**src/rtl/rmco_pkg.sv**
```systemverilog
`timescale 1ns / 1ps
// ----------------------------------------------------------------------------
// rmco_pkg
// Shared types and codes of the circle occlusion ray marcher: register
// layout, microcode word, sequencer/datapath control and status.
// ----------------------------------------------------------------------------
package rmco_pkg;

	localparam int POS_W   = 23;
	localparam int DIM_W   = 12;
	localparam int RAD_W   = 11;
	localparam int IDX_W   = 11;
	localparam int CNT_W   = 12;
	localparam int ADDR_W  = 5;
	localparam int DATA_W  = 32;
	localparam int PC_W    = 4;

	localparam logic signed [POS_W-1:0] POS_MAX = 23'sh3FFFFF;
	localparam logic signed [POS_W-1:0] POS_MIN = 23'sh400000;
	localparam logic [CNT_W-1:0] DRAWN_MAX = 12'hFFF;

	// Outcome codes.
	localparam logic [1:0] OUT_LEFT  = 2'd0;
	localparam logic [1:0] OUT_HIT   = 2'd1;
	localparam logic [1:0] OUT_LIMIT = 2'd2;

	// Register indexes.
	localparam logic [2:0] REG_WIDTH  = 3'd0;
	localparam logic [2:0] REG_HEIGHT = 3'd1;
	localparam logic [2:0] REG_SRC_X  = 3'd2;
	localparam logic [2:0] REG_SRC_Y  = 3'd3;
	localparam logic [2:0] REG_SRC_R  = 3'd4;
	localparam logic [2:0] REG_OBS_X  = 3'd5;
	localparam logic [2:0] REG_OBS_Y  = 3'd6;
	localparam logic [2:0] REG_OBS_R  = 3'd7;

	typedef logic [3:0] op_t;
	typedef logic [2:0] cond_t;
	typedef logic [PC_W-1:0] pc_t;

	// Datapath operations.
	localparam op_t OP_IDLE      = 4'd0;
	localparam op_t OP_CORDIC    = 4'd1;
	localparam op_t OP_ROUND     = 4'd2;
	localparam op_t OP_MUL_START = 4'd3;
	localparam op_t OP_START     = 4'd4;
	localparam op_t OP_MOVE      = 4'd5;
	localparam op_t OP_SQUARE    = 4'd6;
	localparam op_t OP_TEST      = 4'd7;
	localparam op_t OP_DONE      = 4'd8;

	// Jump conditions: the jump is taken when the condition is true.
	localparam cond_t C_NEXT      = 3'd0;
	localparam cond_t C_JUMP      = 3'd1;
	localparam cond_t C_NO_START  = 3'd2;
	localparam cond_t C_ITER_MORE = 3'd3;
	localparam cond_t C_CONTINUE  = 3'd4;

	typedef struct packed {
		op_t   op;
		cond_t cond;
		pc_t   target;
	} uword_t;

	typedef struct packed {
		op_t  op;
		logic load;
	} ctrl_t;

	typedef struct packed {
		logic iter_more;
		logic cont;
	} stat_t;

	typedef struct packed {
		logic [DIM_W-1:0] width;
		logic [DIM_W-1:0] height;
		logic [DIM_W-1:0] src_x;
		logic [DIM_W-1:0] src_y;
		logic [RAD_W-1:0] src_r;
		logic [DIM_W-1:0] obs_x;
		logic [DIM_W-1:0] obs_y;
		logic [RAD_W-1:0] obs_r;
	} cfg_t;

endpackage

```
**src/rtl/rmco_regs.sv**
```systemverilog
`timescale 1ns / 1ps
// ----------------------------------------------------------------------------
// rmco_regs
// Configuration registers behind an APB-style port, one per word address.
// ----------------------------------------------------------------------------
module rmco_regs import rmco_pkg::*; (
	input  logic              clk,
	input  logic              arst_n,
	input  logic              psel,
	input  logic              penable,
	input  logic              pwrite,
	input  logic [ADDR_W-1:0] paddr,
	input  logic [DATA_W-1:0] pwdata,
	output logic [DATA_W-1:0] prdata,
	output logic              pready,
	output cfg_t              cfg
);

	logic       wr;
	logic [2:0] idx;
	cfg_t       cfg_q;

	assign pready = 1'b1;
	assign wr     = psel && penable && pwrite;
	assign idx    = paddr[4:2];
	assign cfg    = cfg_q;

	always_ff @(posedge clk or negedge arst_n) begin
		if (!arst_n) begin
			cfg_q.width  <= 12'd1200;
			cfg_q.height <= 12'd900;
			cfg_q.src_x  <= 12'd200;
			cfg_q.src_y  <= 12'd200;
			cfg_q.src_r  <= 11'd80;
			cfg_q.obs_x  <= 12'd650;
			cfg_q.obs_y  <= 12'd300;
			cfg_q.obs_r  <= 11'd140;
		end else if (wr) begin
			unique case (idx)
				REG_WIDTH:  cfg_q.width  <= pwdata[DIM_W-1:0];
				REG_HEIGHT: cfg_q.height <= pwdata[DIM_W-1:0];
				REG_SRC_X:  cfg_q.src_x  <= pwdata[DIM_W-1:0];
				REG_SRC_Y:  cfg_q.src_y  <= pwdata[DIM_W-1:0];
				REG_SRC_R:  cfg_q.src_r  <= pwdata[RAD_W-1:0];
				REG_OBS_X:  cfg_q.obs_x  <= pwdata[DIM_W-1:0];
				REG_OBS_Y:  cfg_q.obs_y  <= pwdata[DIM_W-1:0];
				REG_OBS_R:  cfg_q.obs_r  <= pwdata[RAD_W-1:0];
				default: ;
			endcase
		end
	end

	always_comb begin
		unique case (idx)
			REG_WIDTH:  prdata = DATA_W'(cfg_q.width);
			REG_HEIGHT: prdata = DATA_W'(cfg_q.height);
			REG_SRC_X:  prdata = DATA_W'(cfg_q.src_x);
			REG_SRC_Y:  prdata = DATA_W'(cfg_q.src_y);
			REG_SRC_R:  prdata = DATA_W'(cfg_q.src_r);
			REG_OBS_X:  prdata = DATA_W'(cfg_q.obs_x);
			REG_OBS_Y:  prdata = DATA_W'(cfg_q.obs_y);
			REG_OBS_R:  prdata = DATA_W'(cfg_q.obs_r);
			default:    prdata = '0;
		endcase
	end

endmodule

```
**config.mk**
```make
export PLATFORM = sky130hd
export DESIGN_NAME = rmco_regs
export DESIGN_NICKNAME = d
export VERILOG_FILES = /design/src/rtl/rmco_pkg.sv /design/src/rtl/rmco_regs.sv
export SDC_FILE = /design/constraint.sdc
export NUM_CORES = 1
export LEC_CHECK = 0
export ABC_AREA = 1
export BUFFER_PORTS_ARGS = -buffer_cell sky130_fd_sc_hd__buf_4
export CORE_AREA = 2 2 99 101
export CTS_CLUSTER_SIZE = 10
export DETAILED_ROUTE_END_ITERATION = 8
export DIE_AREA = 0 0 101 103
export PLACE_DENSITY_LB_ADDON = 0.12
export SLEW_MARGIN = 20
export SYNTH_ARGS = -nofsm -noshare
export SYNTH_HDL_FRONTEND = slang
export SYNTH_SLANG_ARGS = --single-unit
```
**constraint.sdc**
```tcl
create_clock -name clk -period 1 [get_ports clk]
set_input_delay 0.05 -clock clk [delete_from_list [all_inputs] [get_ports clk]]
set_output_delay 0.05 -clock clk [all_outputs]
set_load 0.005 [all_outputs]
```
=== After elaboration in Yosys (flattened, before gate mapping) ===
Cells that the tools add are included.

* Register bits: 94
* Latch bits: 0
* RAM bits: 0
* Bits in read-only memories: 0
* Bits of input ports: 42
* Output and inout port bits: 127
* Logic and storage cells: 27
* Memories kept: 0

* $add $sub $neg: 0
* $mul: 0
* Div/mod/pow operators: 0
* Magnitude comparators: 0
* Eq/ne operators: 7
* Shifts and indexed selects: 0
* Mux-type cells: 1
* Bitwise operators: 0
* Reductions and logical operators: 11

{| class="wikitable"
|+ Operators with widths
! operator !! count
|-
| $pmux 32 s8 || 1
|-
| $reduce_and 2->1 || 8
|-
| $eq 3x3->1 const B || 4
|-
| $eq 3x2->1 const B || 2
|-
| $eq 3x1->1 const B || 1
|-
| $logic_not 3->1 || 1
|-
| $logic_and 1x1->1 || 2
|}

=== Logic depth before layout (Yosys ltp) ===
* Word-level depth: 3
* Depth in mapped cells: 7
* Gate-level depth less buffers: 5

=== Least setup slack after synthesis ===
No wires, ideal clock.

* Kind: input -> register
* From: in paddr[2]
* To: reg cfg_q (netlist bit cfg[88])
* Library setup time: 130 ps
* Arrival: 897 ps
* Required time: 870 ps
* Path slack: -27 ps
* Cell stages on the path: 6
* Buffers on the path: 2
* Cell sequence: buf_2 > nor3_2 > nand2_1 > clkbuf_1 > nand2_1 > o21ai_0

* Word-level cells in the longest chain between the ends: 2

{| class="wikitable"
|+ Ends and longest elaborated chain
! element !! line !! source
|-
| start: declaration || rmco_regs.sv:12 || <nowiki>input logic [ADDR_W-1:0] paddr,</nowiki>
|-
| $logic_not 3->1 || rmco_regs.sv:39 || <nowiki>unique case (idx)</nowiki>
|-
| $reduce_and 2->1 (no source line) || -- ||
|-
| end: declaration || rmco_regs.sv:21 || <nowiki>cfg_t cfg_q;</nowiki>
|}

Every way passes these cells.
A chain may end at the register's enable or synchronous reset.

=== Worst setup path after layout ===
* From: reg cfg_q (netlist bit cfg[32])
* To: out prdata[9]

* Word-level cells in the longest chain between the ends: 1

{| class="wikitable"
|+ Ends and longest elaborated chain
! element !! line !! source
|-
| $pmux 32 s8 || rmco_regs.sv:54 || <nowiki>unique case (idx)</nowiki>
|-
| end: declaration || rmco_regs.sv:14 || <nowiki>output logic [DATA_W-1:0] prdata,</nowiki>
|}

Every way passes these cells. The select of a mux whose other input is x is not followed.

==> results.sh <==
export IMPL_critical_path_class="flip-flop to primary output"
export IMPL_highest_layer="met4"
export IMPL_end_kind="primary output"
export IMPL_synth_cell_types=20
export IMPL_cp_slowest_stage_delay_ps=570
export IMPL_synth_simple_area_share_pct=27.01
export IMPL_die_height_um=103
export IMPL_routed_via_density=5.424
export IMPL_max_freq_mhz=672.4
export IMPL_crit_fanout=2
export IMPL_clock_sinks=94
export IMPL_reg2reg_depth=4
export IMPL_fin_nets=828
export IMPL_drt_drc_violations_left=0
export IMPL_layout_drive_gt1_share_pct=41.21
export IMPL_crit_chain="nand4_1, nand2_2, nor2_2, nand3_1, buf_4"
export IMPL_grt_total_usage_pct=31.31
export IMPL_period_needed_ps=1487
export IMPL_synth_fa_ha_area_share_pct=0
export IMPL_final_period_utilization_pct=148.7
export IMPL_synth_xor_area_share_pct=0
export IMPL_r2r_start="cfg[24]"
export IMPL_dr_wl_met3_um=1365
export IMPL_cts_root_buf="clkbuf_8"
export IMPL_rows=36
export IMPL_mappedNetlistArea_um2=4544
export IMPL_ys_ff_latch=94
export IMPL_firstDrtPassIters=5
export IMPL_gp_congestion=0.8987
export IMPL_cts_buffers=9
export IMPL_critPathLaunchType="flip-flop"
export IMPL_maxCapViolations=0
export IMPL_maxSlewViolCount=0
export IMPL_setup_viol=76
export IMPL_syn_inst=556
export IMPL_core_um2=9459
export IMPL_area_growth_pct=63.49
export IMPL_io_buffer_count=125
export IMPL_postRouteAntennaNets=0
export IMPL_drt_met1_wl_um=6622
export IMPL_violations="setup timing"
export IMPL_power_density_nw_per_um2=1782
export IMPL_ys_top_cells_by_area="dfrtp_1 (37%), dfstp_2 (16%), nand2_1 (10%)"
export IMPL_netlist_area_leader_share_pct=36.89
export IMPL_syn_area_per_cell_um2=8.173
export IMPL_setup_slack_ps=-487.1
export IMPL_antenna_diode_count=0
export IMPL_grt_first_pass_wirelength_um=24180
export IMPL_synth_top_family_by_area="simple AND/OR/NAND/NOR gates"
export IMPL_grt_pass1_vias=4506
export IMPL_io_pins=169
export IMPL_yosys_warnings=0
export IMPL_grt_max_degree=57
export IMPL_yosys_area_top_type="dfrtp_1"
export IMPL_hold_viol=0
export IMPL_antenna_found_initial=0
export IMPL_setup_tns_ps=-11800
export IMPL_grt_overflow_total=0
export IMPL_vias=4909
export IMPL_cts_max_level=3
export IMPL_largest_reg_flops=94
export IMPL_irDropWorstVdd_mv=1.104
export IMPL_synth_area_mux_share_pct=0
export IMPL_status="finished, violations left"
export IMPL_synth_compound_area_share_pct=10.46
export IMPL_pre_cts_slack_ps=-183.0
export IMPL_p_leak_nw=3.708
export IMPL_routedWlPerCell_um=18.38
export IMPL_fin_skew_ps=0
export IMPL_crit_required_ps=950
export IMPL_clock_latency_ps=360
export IMPL_rsz0062_at_grt="yes"
export IMPL_r2r_slack_ps=20
export IMPL_post_dp_hpwl_um=10800
export IMPL_r2r_end="cfg[24]"
export IMPL_die_w_um=101
export IMPL_clk_pin_slew_ps=80
export IMPL_yosysSeqAreaShare_pct=52.51
export IMPL_met2_length_um=8135
export IMPL_drt_wl_total_um=16630
export IMPL_start_util_pct=48.04
export IMPL_drt_iter0_drc=351
export IMPL_hp_class="input port to asynchronous set/reset pin"
export IMPL_arrival_ps=1440
export IMPL_crit_slowest_cell="dfstp_2"
export IMPL_cts_tree="built"
export IMPL_clock_path_buffers=2
export IMPL_die_area_um2=10400
## timing repair
action | in CTS | in global routing
setup endpoints to repair | 76 | 89
pin swaps | 31 | 41
endpoints found under the hold margin | 106 | 0
hold buffers | 13 | 0
gates resized for setup | 128 | 73
setup buffers | 9 | 32
## layout by cell type, fill, tap and decap left out, types with 23 or more instances in the layout
master,n
buf_6,153
dfrtp_1,67
nand4_1,58
o21ai_1,48
dfstp_2,27
buf_4,84
o21ai_0,24
a21oi_1,23
inv_1,27
nor2_1,44
nand2_1,111
## report_power, final
part	switching, mW	total (mW)	internal [mW]
logic	1.99	5.23	3.24
clock network	1.33	2.56	1.23
registers	0.708	5.45	4.75
## synthesized netlist by cell type
cell	instances
nand4_1	58
nor3_1	3
dfstp_2	27
a21oi_1	23
inv_2	3
nor2_1	59
nand3_1	27
conb_1	2
buf_4	23
o21ai_1	47
nor3_2	1
nor2_2	3
buf_2	16
dfrtp_1	67
clkbuf_1	18
inv_1	27
nand2_1	122
or2_1	1
o21ai_0	25
buf_1	4
## metal layers
metal	GRT usage (%)	vias up
met5	0	-
met4	14.35	0
met3	6.373	42
met2	49.95	276
met1	41.45	2309
li1	-	2282
## critical path, delay by kind of cell (launching register included)
kind,cells,cell delay [ps]
simple gates,4,390
flops,1,570
buf+inv,1,110
## cell families (layout without fill, tap and decap cells)
family | Yosys count | in the layout
simple gates | 274 | 274
flops | 94 | 94
buf+inv | 91 | 307
compound gates | 95 | 95
other cells | 2 | 21
## through the flow
step	instances	power, mW	cell area (um^2)	hold slack (ps)	utilization, %
2_1_floorplan	575	6.536	4622	-245.6	-
3_3_place_gp	854	9.156	6257	-144.1	66.15
3_5_place_dp	854	9.226	6257	-144.4	66.15
4_1_cts	885	12.60	7057	2.461	74.60
5_1_grt	905	13.87	7430	14.06	78.55
6_report	905	13.24	7430	21.03	78.55
## how the worst max path moves through the flow
stage	start	to	slack [ps]
6_report	cfg[32]	prdata[9]	-490
5_1_grt	cfg[32]	prdata[9]	-570
4_1_cts	cfg[3]	prdata[3]	-460
3_5_place_dp	paddr[3]	prdata[8]	-180
3_3_place_gp	paddr[3]	prdata[8]	-170
2_1_floorplan	paddr[2]	cfg[88]	10
## layout make-up
class,count,area [um^2]
multi-input cells,390,1897
flip-flops and latches,94,2386
fillers,652,2029
clock inverters,2,35.03
well taps,114,142.6
inverters,30,112.6
clock buffers,14,152.6
repair buffers,261,2704
Power figures use the tool's default switching activity.
