## src/rtl/rmco_pkg.sv

```systemverilog
`timescale 1ns / 1ps
// ----------------------------------------------------------------------------
// rmco_pkg
// Shared types and codes of the circle occlusion ray marcher: register
// layout, microcode word, sequencer/datapath control and status.
// ----------------------------------------------------------------------------
package rmco_pkg;

	localparam int POS_W   = 23;
	localparam int DIM_W   = 12;
	localparam int RAD_W   = 11;
	localparam int IDX_W   = 11;
	localparam int CNT_W   = 12;
	localparam int ADDR_W  = 5;
	localparam int DATA_W  = 32;
	localparam int PC_W    = 4;

	localparam logic signed [POS_W-1:0] POS_MAX = 23'sh3FFFFF;
	localparam logic signed [POS_W-1:0] POS_MIN = 23'sh400000;
	localparam logic [CNT_W-1:0] DRAWN_MAX = 12'hFFF;

	// Outcome codes.
	localparam logic [1:0] OUT_LEFT  = 2'd0;
	localparam logic [1:0] OUT_HIT   = 2'd1;
	localparam logic [1:0] OUT_LIMIT = 2'd2;

	// Register indexes.
	localparam logic [2:0] REG_WIDTH  = 3'd0;
	localparam logic [2:0] REG_HEIGHT = 3'd1;
	localparam logic [2:0] REG_SRC_X  = 3'd2;
	localparam logic [2:0] REG_SRC_Y  = 3'd3;
	localparam logic [2:0] REG_SRC_R  = 3'd4;
	localparam logic [2:0] REG_OBS_X  = 3'd5;
	localparam logic [2:0] REG_OBS_Y  = 3'd6;
	localparam logic [2:0] REG_OBS_R  = 3'd7;

	typedef logic [3:0] op_t;
	typedef logic [2:0] cond_t;
	typedef logic [PC_W-1:0] pc_t;

	// Datapath operations.
	localparam op_t OP_IDLE      = 4'd0;
	localparam op_t OP_CORDIC    = 4'd1;
	localparam op_t OP_ROUND     = 4'd2;
	localparam op_t OP_MUL_START = 4'd3;
	localparam op_t OP_START     = 4'd4;
	localparam op_t OP_MOVE      = 4'd5;
	localparam op_t OP_SQUARE    = 4'd6;
	localparam op_t OP_TEST      = 4'd7;
	localparam op_t OP_DONE      = 4'd8;

	// Jump conditions: the jump is taken when the condition is true.
	localparam cond_t C_NEXT      = 3'd0;
	localparam cond_t C_JUMP      = 3'd1;
	localparam cond_t C_NO_START  = 3'd2;
	localparam cond_t C_ITER_MORE = 3'd3;
	localparam cond_t C_CONTINUE  = 3'd4;

	typedef struct packed {
		op_t   op;
		cond_t cond;
		pc_t   target;
	} uword_t;

	typedef struct packed {
		op_t  op;
		logic load;
	} ctrl_t;

	typedef struct packed {
		logic iter_more;
		logic cont;
	} stat_t;

	typedef struct packed {
		logic [DIM_W-1:0] width;
		logic [DIM_W-1:0] height;
		logic [DIM_W-1:0] src_x;
		logic [DIM_W-1:0] src_y;
		logic [RAD_W-1:0] src_r;
		logic [DIM_W-1:0] obs_x;
		logic [DIM_W-1:0] obs_y;
		logic [RAD_W-1:0] obs_r;
	} cfg_t;

endpackage

```

## src/rtl/rmco_datapath.sv

```systemverilog
`timescale 1ns / 1ps
// ----------------------------------------------------------------------------
// rmco_datapath
// Datapath of the ray marcher: CORDIC rotator for the ray direction, two
// shared multipliers for the start point and squared distance, and the
// march position registers with saturation and stop tests.
// ----------------------------------------------------------------------------
module rmco_datapath import rmco_pkg::*; #(
	parameter int RAYS_COUNT = 2048,
	parameter int MAX_STEPS  = 4095
) (
	input  logic                    clk,
	input  logic                    arst_n,
	input  ctrl_t                   ctrl,
	input  cfg_t                    cfg,
	input  logic [IDX_W-1:0]        ray_index,
	output stat_t                   stat,
	output logic signed [POS_W-1:0] end_x,
	output logic signed [POS_W-1:0] end_y,
	output logic [1:0]              outcome,
	output logic [CNT_W-1:0]        drawn_count
);

	localparam int PH_SHIFT = 32 - $clog2(RAYS_COUNT);
	localparam int STEP_W   = $clog2(MAX_STEPS + 1);
	localparam logic [STEP_W-1:0] STEP_LAST = STEP_W'(MAX_STEPS);
	localparam logic [3:0] ITER_LAST = 4'd15;
	localparam logic signed [32:0] CORDIC_X0 = 33'sd652032874;

	localparam logic [29:0] ATAN [16] = '{
		30'd536870912, 30'd316933406, 30'd167458907, 30'd85004756,
		30'd42667331,  30'd21354465,  30'd10679838,  30'd5340245,
		30'd2670163,   30'd1335087,   30'd667544,    30'd333772,
		30'd166886,    30'd83443,     30'd41722,     30'd20861
	};

	function automatic logic signed [POS_W-1:0] sat_pos(input logic signed [25:0] v);
		logic signed [POS_W-1:0] r;
		if (v > 26'(POS_MAX)) begin
			r = POS_MAX;
		end else if (v < 26'(POS_MIN)) begin
			r = POS_MIN;
		end else begin
			r = POS_W'(v);
		end
		return r;
	endfunction

	// Round a Q30 value to Q1.14 and clamp to one.
	function automatic logic signed [15:0] to_q14(input logic signed [32:0] v);
		logic signed [33:0] t;
		logic signed [17:0] q;
		logic signed [15:0] r;
		t = 34'(v) + 34'sd32768;
		q = 18'(t >>> 16);
		if (q > 18'sd16384) begin
			r = 16'sd16384;
		end else if (q < -18'sd16384) begin
			r = -16'sd16384;
		end else begin
			r = 16'(q);
		end
		return r;
	endfunction

	// CORDIC state
	logic signed [32:0] cx_q, cy_q;
	logic signed [33:0] cz_q;
	logic               flip_q;
	logic [3:0]         iter_q;

	// Direction and start
	logic signed [15:0] c_q, s_q;
	logic signed [11:0] dx_q, dy_q;
	logic signed [47:0] pa_q, pb_q;
	logic [21:0]        r2_q;

	// March state
	logic signed [POS_W-1:0] x_q, y_q;
	logic signed [23:0]      ex_q, ey_q;
	logic [STEP_W-1:0]       step_q;
	logic [CNT_W-1:0]        drawn_q;
	logic [1:0]              outcome_q;

	logic [31:0]        phase;
	logic               flip_in;
	logic signed [33:0] z_in;
	logic signed [32:0] xs, ys;
	logic signed [33:0] at;
	logic signed [15:0] c_new, s_new;
	logic signed [23:0] ma, mb_a, mb_b, mc;
	logic signed [47:0] prod_a, prod_b;
	logic signed [25:0] st_x, st_y;
	logic signed [POS_W-1:0] nx, ny;
	logic signed [23:0] ox, oy;
	logic [47:0]        dist_sq;
	logic               hit, off, limit;
	logic signed [POS_W-1:0] wx, hy;

	assign phase   = 32'(64'(ray_index) << PH_SHIFT);
	assign flip_in = phase[31] ^ phase[30];
	// The half-turn flip folds the phase into the right half plane.
	assign z_in    = 34'($signed({phase[31] ^ flip_in, phase[30:0]}));

	assign xs = cx_q >>> iter_q;
	assign ys = cy_q >>> iter_q;
	assign at = $signed({4'b0000, ATAN[iter_q]});

	assign c_new = flip_q ? -to_q14(cx_q) : to_q14(cx_q);
	assign s_new = flip_q ? -to_q14(cy_q) : to_q14(cy_q);

	// Both multipliers serve the start point and the squared distance.
	always_comb begin
		if (ctrl.op == OP_SQUARE) begin
			ma   = ex_q;
			mb_a = ex_q;
			mc   = ey_q;
			mb_b = ey_q;
		end else begin
			ma   = $signed({13'd0, cfg.src_r});
			mb_a = 24'(c_q);
			mc   = $signed({13'd0, cfg.src_r});
			mb_b = 24'(s_q);
		end
	end

	assign prod_a = ma * mb_a;
	assign prod_b = mc * mb_b;

	assign st_x = $signed({4'b0000, cfg.src_x, 10'd0}) + 26'((pa_q + 48'sd8) >>> 4);
	assign st_y = $signed({4'b0000, cfg.src_y, 10'd0}) + 26'((pb_q + 48'sd8) >>> 4);

	assign nx = sat_pos(26'(x_q) + 26'(dx_q));
	assign ny = sat_pos(26'(y_q) + 26'(dy_q));
	assign ox = $signed({2'b00, cfg.obs_x, 10'd0});
	assign oy = $signed({2'b00, cfg.obs_y, 10'd0});

	assign dist_sq = $unsigned(pa_q) + $unsigned(pb_q);
	assign hit     = dist_sq < {6'd0, r2_q, 20'd0};
	assign wx      = $signed({1'b0, cfg.width, 10'd0});
	assign hy      = $signed({1'b0, cfg.height, 10'd0});
	assign off     = x_q[POS_W-1] || (x_q > wx) || y_q[POS_W-1] || (y_q > hy);
	assign limit   = (step_q == STEP_LAST);

	assign stat.iter_more = (iter_q != ITER_LAST);
	assign stat.cont      = !hit && !off && !limit;

	assign end_x       = x_q;
	assign end_y       = y_q;
	assign outcome     = outcome_q;
	assign drawn_count = drawn_q;

	// Working registers with no reset.
	always_ff @(posedge clk) begin
		r2_q <= 22'(cfg.obs_r * cfg.obs_r);
		if (ctrl.load) begin
			cx_q   <= CORDIC_X0;
			cy_q   <= '0;
			cz_q   <= z_in;
			flip_q <= flip_in;
		end
		case (ctrl.op)
			OP_CORDIC: begin
				if (!cz_q[33]) begin
					cx_q <= cx_q - ys;
					cy_q <= cy_q + xs;
					cz_q <= cz_q - at;
				end else begin
					cx_q <= cx_q + ys;
					cy_q <= cy_q - xs;
					cz_q <= cz_q + at;
				end
			end
			OP_ROUND: begin
				c_q <= c_new;
				s_q <= s_new;
			end
			OP_MUL_START: begin
				pa_q <= prod_a;
				pb_q <= prod_b;
				dx_q <= 12'((c_q + 16'sd8) >>> 4);
				dy_q <= 12'((s_q + 16'sd8) >>> 4);
			end
			OP_SQUARE: begin
				pa_q <= prod_a;
				pb_q <= prod_b;
			end
			OP_MOVE, OP_TEST: begin
				ex_q <= 24'(nx) - ox;
				ey_q <= 24'(ny) - oy;
			end
			default: ;
		endcase
	end

	always_ff @(posedge clk or negedge arst_n) begin
		if (!arst_n) begin
			iter_q    <= '0;
			x_q       <= '0;
			y_q       <= '0;
			step_q    <= '0;
			drawn_q   <= '0;
			outcome_q <= OUT_LEFT;
		end else begin
			if (ctrl.load) begin
				iter_q    <= '0;
				step_q    <= '0;
				drawn_q   <= '0;
				outcome_q <= OUT_LIMIT;
			end
			case (ctrl.op)
				OP_CORDIC: iter_q <= iter_q + 4'd1;
				OP_START: begin
					x_q <= sat_pos(st_x);
					y_q <= sat_pos(st_y);
				end
				OP_MOVE: begin
					x_q    <= nx;
					y_q    <= ny;
					step_q <= STEP_W'(1);
				end
				OP_TEST: begin
					if (hit) begin
						outcome_q <= OUT_HIT;
					end else if (off) begin
						outcome_q <= OUT_LEFT;
					end else begin
						if (drawn_q != DRAWN_MAX) begin
							drawn_q <= drawn_q + 12'd1;
						end
						if (limit) begin
							outcome_q <= OUT_LIMIT;
						end else begin
							x_q    <= nx;
							y_q    <= ny;
							step_q <= step_q + STEP_W'(1);
						end
					end
				end
				default: ;
			endcase
		end
	end

	a_step_bound: assert property (@(posedge clk) disable iff (!arst_n)
		32'(step_q) <= 32'(MAX_STEPS))
		else $error("step counter ran past the step limit");

	a_drawn_bound: assert property (@(posedge clk) disable iff (!arst_n)
		32'(drawn_q) <= 32'(step_q))
		else $error("more points plotted than steps taken");

	a_outcome_code: assert property (@(posedge clk) disable iff (!arst_n)
		outcome_q <= OUT_LIMIT)
		else $error("outcome register holds an unknown code");

endmodule

```

## config.mk

```make
export PLATFORM = sky130hd
export DESIGN_NAME = rmco_datapath
export DESIGN_NICKNAME = d
export VERILOG_FILES = /design/src/rtl/rmco_pkg.sv /design/src/rtl/rmco_datapath.sv
export SDC_FILE = /design/constraint.sdc
export NUM_CORES = 2
export LEC_CHECK = 0
export BUFFER_PORTS_ARGS = -buffer_cell sky130_fd_sc_hd__buf_2
export CORE_ASPECT_RATIO = 0.7
export CORE_MARGIN = 2
export CORE_UTILIZATION = 40
export DETAILED_ROUTE_END_ITERATION = 12
export PLACE_DENSITY_LB_ADDON = 0.15
export SETUP_SLACK_MARGIN = 0.2
export SLEW_MARGIN = 10
export SYNTH_ARGS = -nofsm -noshare
export SYNTH_HDL_FRONTEND = slang
export SYNTH_SLANG_ARGS = --single-unit
```

## constraint.sdc

```tcl
create_clock -name clk -period 8 [get_ports clk]
set_input_delay 1.6 -clock clk [delete_from_list [all_inputs] [get_ports clk]]
set_output_delay 1.6 -clock clk [all_outputs]
set_load 0.02 [all_outputs]
```

# Yosys cells after proc, flatten, opt, wreduce, memory -nomap -nowiden
# Memory sizes are Yosys's and may differ from the RTL's.
# Cells that the tools add are included.
[op_classes]
n_addsub = 24
n_mul = 3
n_div = 0
magnitude_cmp = 16
n_eq_ne = 13
n_shift = 2
muxes = 54
bitwise_logic = 3
reduce_logical = 13
[ops]
columns = ["op", "n"]
rows = [
  ["23-bit two-way mux", 14],
  ["33-bit two-way mux", 6],
  ["23-bit case mux with 3 select lines", 2],
  ["12-bit two-way mux", 9],
  ["34-bit two-way mux", 3],
  ["24-bit by 24-bit multiplier with 48-bit output", 2],
  ["16-bit two-way mux", 6],
  ["24-bit two-way mux", 4],
  ["33-bit by 17-bit adder with 34-bit output (second input constant)", 2],
  ["33-bit adder", 2],
  ["33-bit by 4-bit >>> shifter with 33-bit output", 2],
  ["33-bit subtractor", 2],
  ["30-bit by 5-bit adder with 30-bit output (second input constant)", 2],
  ["30-bit two-way mux", 2],
  ["23-bit by 26-bit adder with 26-bit output", 2],
  ["26-bit by 23-bit > comparator with 1-bit output (second input constant)", 2],
  ["26-bit by 23-bit less-than comparator with 1-bit output (second input constant)", 2],
  ["23-bit by 12-bit adder with 24-bit output", 2],
  ["48-bit adder", 1],
  ["24-bit by 23-bit > comparator with 1-bit output (second input constant)", 2],
  ["24-bit by 23-bit less-than comparator with 1-bit output (second input constant)", 2],
  ["48-bit by 42-bit less-than comparator with 1-bit output", 1],
  ["23-bit by 23-bit subtractor with 24-bit output", 2],
  ["23-bit > comparator", 2],
  ["29 further kinds", 52],
]
[totals]
regBits = 399
latchBits = 0
mem_bits_rw = 0
romBits = 480
inputBits = 112
out_inout_bits = 62
elab_cells = 148
n_memories = 1
[mem_list]
columns = ["name", "depth", "width", "rd", "rd_clocked_by_memory_dff", "write_ports", "line", "rtl"]
rows = [
  ["(no name shown)", 16, 30, 1, 0, 0, "rmco_datapath.sv:107", "assign at = $signed({4'b0000, ATAN[iter_q]});"],
]

# Depth between registers and ports, before layout
[logic_depth]
word_depth = 8
depth_mapped = 36
ltp_nobuf = 32

# Worst setup path before layout
# OpenSTA, ideal clock, no wires.
[synth_timing]
path_kind = "input-to-reg"
from = "input ctrl[3] (netlist bit)"
to = "register pb_q[45] (data pin)"
setup_ns = 0.271
t_arrival_ns = 9.458
setup_slack_ns = -1.729
stages = 32
n_path_buf = 4
path_cell_list = "nor2b_1 -> and3b_1 -> clkbuf_1 -> clkbuf_1 -> clkbuf_1 -> nand2_1 -> nand2_1 -> clkbuf_1 -> nand2_1 -> fa_1 -> fa_1 -> fa_1 -> inv_1 -> fa_1 -> inv_1 -> fa_1 -> inv_1 -> fa_1 -> inv_1 -> fa_1 -> inv_1 -> ha_1 -> nor2b_1 -> or4_1 -> a2111oi_0 -> o31ai_1 -> a21oi_1 -> o21ai_1 -> a41o_1 -> a31oi_1 -> o311ai_1 -> xor2_1"
[synth_via]
elab_chain_cells = 3
elab_cells_between_ends = 4
classes_between = "mul: 1; eq/ne: 1; mux: 2"
[synth_rtl]
columns = ["item", "line", "rtl"]
rows = [
  ["from (decl)", "rmco_datapath.sv:14", "input ctrl_t ctrl,"],
  ["4-bit by 3-bit == test with 1-bit output *", "rmco_datapath.sv:114", "if (ctrl.op == OP_SQUARE) begin"],
  ["24-bit two-way mux", "rmco_datapath.sv:114", ""],
  ["24-bit by 24-bit multiplier with 48-bit output *", "rmco_datapath.sv:128", "assign prod_b = mc * mb_b;"],
  ["via prod_b[45]", "rmco_datapath.sv:92", "logic signed [47:0] prod_a, prod_b;"],
  ["to (signal assigned)", "rmco_datapath.sv:180", "pb_q <= prod_b;"],
  ["to (signal assigned)", "rmco_datapath.sv:186", "pb_q <= prod_b;"],
  ["to (decl)", "rmco_datapath.sv:75", "logic signed [47:0] pa_q, pb_q;"],
]
# Mark *: on every way through the listed nets, which the timed path passes. The rest lies on a longest branch.
# A chain may end at the register's enable or synchronous reset.

# Worst setup path in the final report
[layout_timing]
from = "input ctrl[3] (netlist bit)"
to = "register pb_q[44] (data pin)"
# The elaborated chain is that of the path after synthesis.

==> results by group <==
Status
  • Outcome: complete, but fails checks
  • Violations in the final reports: negative setup slack

Floorplan
  • Die extent in y: 379 um
  • Total core area: 0.199 mm2
  • Die area: 0.204 mm2
  • Top-level I/O count: 174
  • Effective utilization at floorplan: 40.2%
  • Width of the chip: 539 um
  • Standard-cell row count: 137

Clock network
  • Number of buffers created by CTS: 51
  • Largest buffer count on any clock path: 3
  • Clock latency of the later-clocked register in the worst-skew pair: 0.71 ns
  • Clock tree from TritonCTS: built
  • Clock sinks: 398
  • Clock slew at the register clock pins of the worst setup and hold paths: 0.06 ns
  • Clock root buffer: sky130_fd_sc_hd__clkbuf_16
  • H-Tree Level Count: 2

Place
  • Instance count after placement with tap cells included: 12307
  • Final HPWL from detailed placement: 241000 um
  • Worst slack at placement: -1.96 ns
  • Port buffer count: 173
  • Instance area after placement: 0.0910 mm2
  • Final weighted congestion in routability-driven placement: 0.970

Global route
  • Total track usage: 28.0%
  • Total global routing overflow: 0
  • Pin count of the biggest net entering global routing: 72
  • Wire length of the first global-routing pass: 430000 um
  • Antenna violations before repair: 23
  • Via count of the first global-routing pass: 67180

Timing
  • Final critical delay including setup and external delays: 8.78 ns
  • Max-slew headroom: 24.1%
  • Final critical-path share of the clock period: 110%
  • Unrepaired setup endpoints after global routing: yes
  • Skew final: 0.0769 ns
  • Setup TNS: -22.42 ns
  • Max Clock Freq: 114 MHz
  • Fin worst setup slack: -0.779 ns
  • Max-slew violation count: 0
  • Slew of the pin with the lowest slew margin: 1.13 ns
  • Final hold violation count: 0
  • Final number of setup-violating endpoints: 45

Synthesis
  • Most area-consuming cells after synthesis: sky130_fd_sc_hd__fa_1 32%, sky130_fd_sc_hd__edfxtp_1 11%, sky130_fd_sc_hd__ha_1 9.6%
  • Synth Flop Type: sky130_fd_sc_hd__edfxtp_1
  • Top cell types by occurrence after synthesis: 1542 x sky130_fd_sc_hd__inv_1, 1286 x sky130_fd_sc_hd__fa_1, 1058 x sky130_fd_sc_hd__nand2_1, 676 x sky130_fd_sc_hd__nor2_1, 617 x sky130_fd_sc_hd__ha_1
  • Unique masters post-synth: 94
  • Synth Net Count: 10943
  • Yosys reg bits: 398
  • Fraction of synthesized cell area taken by the top area cell type: 32.1%
  • Cell type with the highest aggregate area in the netlist: sky130_fd_sc_hd__fa_1
  • Per-instance average area after synthesis: 8.98 um2
  • Library cell with the highest instance count after synthesis: sky130_fd_sc_hd__inv_1
  • Fraction of synthesis flops using an asynchronous set or reset pin: 19.1%
  • Cell area after synthesis: 0.0801 mm2
  • Yosys warning count: 0
  • Post-synthesis instance total: 8928
  • Count of flip-flops with a built-in enable after synthesis: 301
  • Sequential element share of the synthesized area: 14.2%

Power
  • Leakage power: 46.7 nW
  • Power density over cell area: 464 mW/mm2
  • Total power: 44.4 mW
  • Worst-case vdd ir drop: 0.932 mV

Critical path
  • Critical path start-end classification: primary input to flop
  • Arrival time worst endpoint: 9.17 ns
  • Crit path capture type: flop
  • Type of element launching the critical path: primary input
  • Crit-path max cell delay: 0.59 ns
  • Crit-path max FO: 9
  • Cell with the largest stage delay on the worst path: sky130_fd_sc_hd__fa_1
  • Required time at the worst-slack endpoint: 8.39 ns
  • Most used cell along the critical path: sky130_fd_sc_hd__fa_1

Detailed routing
  • Iteration-0 DRC Markers: 5710
  • 1st-pass router iterations: 5
  • Count of vias placed by the detailed router: 67008
  • Vias per Instance: 5.35
  • Remaining number of nets flagged by the antenna check after routing: 0
  • Per-cell routed wire length: 22.9 um
  • Drt drc: 0
  • Final WL: 287000 um

Finish
  • FF/Latch Area: 0.0114 mm2
  • Area occupied by multi-input gates: 0.0636 mm2
  • Final non-filler cell total: 12528
  • Final design area excluding fillers: 0.0957 mm2
  • Share of post-route cells with drive strength above 1: 18.9%
  • Area growth from synthesis to layout: 19.4%
  • Nets: 11855
  • Filler Cell Count: 19173

Worst hold path
  • Hold Path Class: flop to flop

Flow run
  • Number of max-cap violations: 0
layer usage:
metal  routed length, um  global-route usage (%)  up-vias
met5                  46                       0        -
met4                6620                    5.91        6
met3               27500                    6.17      310
met2              112000                    38.8     2451
met1              140000                    44.0    33459
li1                    -                       -    30782
final cells by class:
| cell class | instances | area share, % |
|---|---|---|
| clock buffer | 65 | 1.44 |
| antenna | 4 | 0.0105 |
| tap | 2641 | 3.45 |
| multi-input combinational | 6623 | 66.5 |
| sequential | 398 | 11.9 |
| inverter | 1546 | 6.07 |
| timing repair buffer | 1220 | 10.4 |
| clock inverter | 31 | 0.339 |
power by group:
part / internal [mW] / switching [mW] / leakage (nW) / total [mW]
Clock: 1.34 / 1.10 / 0.811 / 2.44
Combinational: 16.8 / 20.7 / 41.9 / 37.6
Sequential: 3.58 / 0.808 / 3.97 / 4.39
Total: 21.8 / 22.7 / 46.7 / 44.4
state kept, by name, summed over array words and instances, names as in the netlist:
| register | count |
|---|---|
| s_q | 16 |
| cx_q | 33 |
| cy_q | 33 |
| c_q | 16 |
| end_y | 23 |
| step_q | 12 |
| iter_q | 4 |
| pa_q | 48 |
| drawn_count | 12 |
| outcome | 2 |
| flip_q | 1 |
| dy_q | 12 |
| end_x | 23 |
| ex_q | 24 |
| r2_q | 21 |
| dx_q | 12 |
| ey_q | 24 |
| pb_q | 48 |
| cz_q | 34 |
critical path, delay by kind of cell:
family,cells,cell delay [ns]
fa+ha+maj,8,3.86
compound gates,6,1.41
simple gates,6,1.20
buf+inv,12,1.08
cell families (layout without fill, tap and decap cells):
family / after synthesis / in the layout / synth area share (%)
adder cells (fa/ha/maj): 1908 / 1908 / 41.8
XOR/XNOR: 506 / 506 / 5.54
buffers and inverters: 1907 / 2862 / 9.04
other: 0 / 4 / 0
AO/OA/AOI/OAI: 1351 / 1351 / 10.8
flip-flops: 398 / 398 / 14.2
AND/OR/NAND/NOR: 2721 / 2721 / 15.7
multiplexers: 137 / 137 / 2.93
layout by cell type (no fill, tap or decap), types with 75 or more instances in the layout:
| cell | netlist | final |
|---|---|---|
| sky130_fd_sc_hd__ha_1 | 617 | 591 |
| sky130_fd_sc_hd__and3_1 | 306 | 300 |
| sky130_fd_sc_hd__mux4_2 | 76 | 76 |
| sky130_fd_sc_hd__nor2_1 | 676 | 636 |
| sky130_fd_sc_hd__and2_1 | 108 | 86 |
| sky130_fd_sc_hd__nor3_1 | 83 | 75 |
| sky130_fd_sc_hd__nand2_1 | 1058 | 1001 |
| sky130_fd_sc_hd__fa_1 | 1286 | 1240 |
| sky130_fd_sc_hd__o21ai_0 | 266 | 243 |
| sky130_fd_sc_hd__nand3_1 | 136 | 133 |
| sky130_fd_sc_hd__a21oi_1 | 411 | 352 |
| sky130_fd_sc_hd__buf_6 | 4 | 84 |
| sky130_fd_sc_hd__inv_1 | 1542 | 1504 |
| sky130_fd_sc_hd__buf_4 | 4 | 897 |
| sky130_fd_sc_hd__buf_2 | 33 | 170 |
| sky130_fd_sc_hd__a21o_1 | 190 | 190 |
| sky130_fd_sc_hd__xnor2_1 | 314 | 302 |
| sky130_fd_sc_hd__edfxtp_1 | 301 | 301 |
| sky130_fd_sc_hd__xor2_1 | 191 | 185 |
worst paths after layout:
check	slack, ns	to	cells past startpoint	from
worst min-delay path	0.53	step_q[9]$_DFF_PN0_	1	step_q[9]$_DFF_PN0_
max in group asynchronous	5.93	end_x[18]$_DFFE_PN0P_	2	arst_n
worst max register to register	0.11	pb_q[44]$_DFFE_PP_	26	ey_q[5]$_DFFE_PP_
worst max-delay path	-0.78	pb_q[44]$_DFFE_PP_	32	ctrl[3]
worst min register to register	0.53	step_q[9]$_DFF_PN0_	1	step_q[9]$_DFF_PN0_
min in group asynchronous	0.97	step_q[10]$_DFF_PN0_	1	arst_n
stage by stage:
stage                     hold WS, ns  util (%)
final                           0.535      48.1
after global routing            0.570      48.1
after CTS                       0.533      47.3
after detailed placement        0.523      45.7
after global placement          0.515      45.7
after floorplan                 0.486         -
repair_timing:
item                                    in CTS  in global routing
hold buffers                                 0                  0
endpoints found under the setup margin      60                 66
buffers inserted                            49                 68
resized for setup                          230                272
pin swaps                                   94                120
cloned                                       2                  2
No activity file was read; power rests on OpenSTA's default activity.
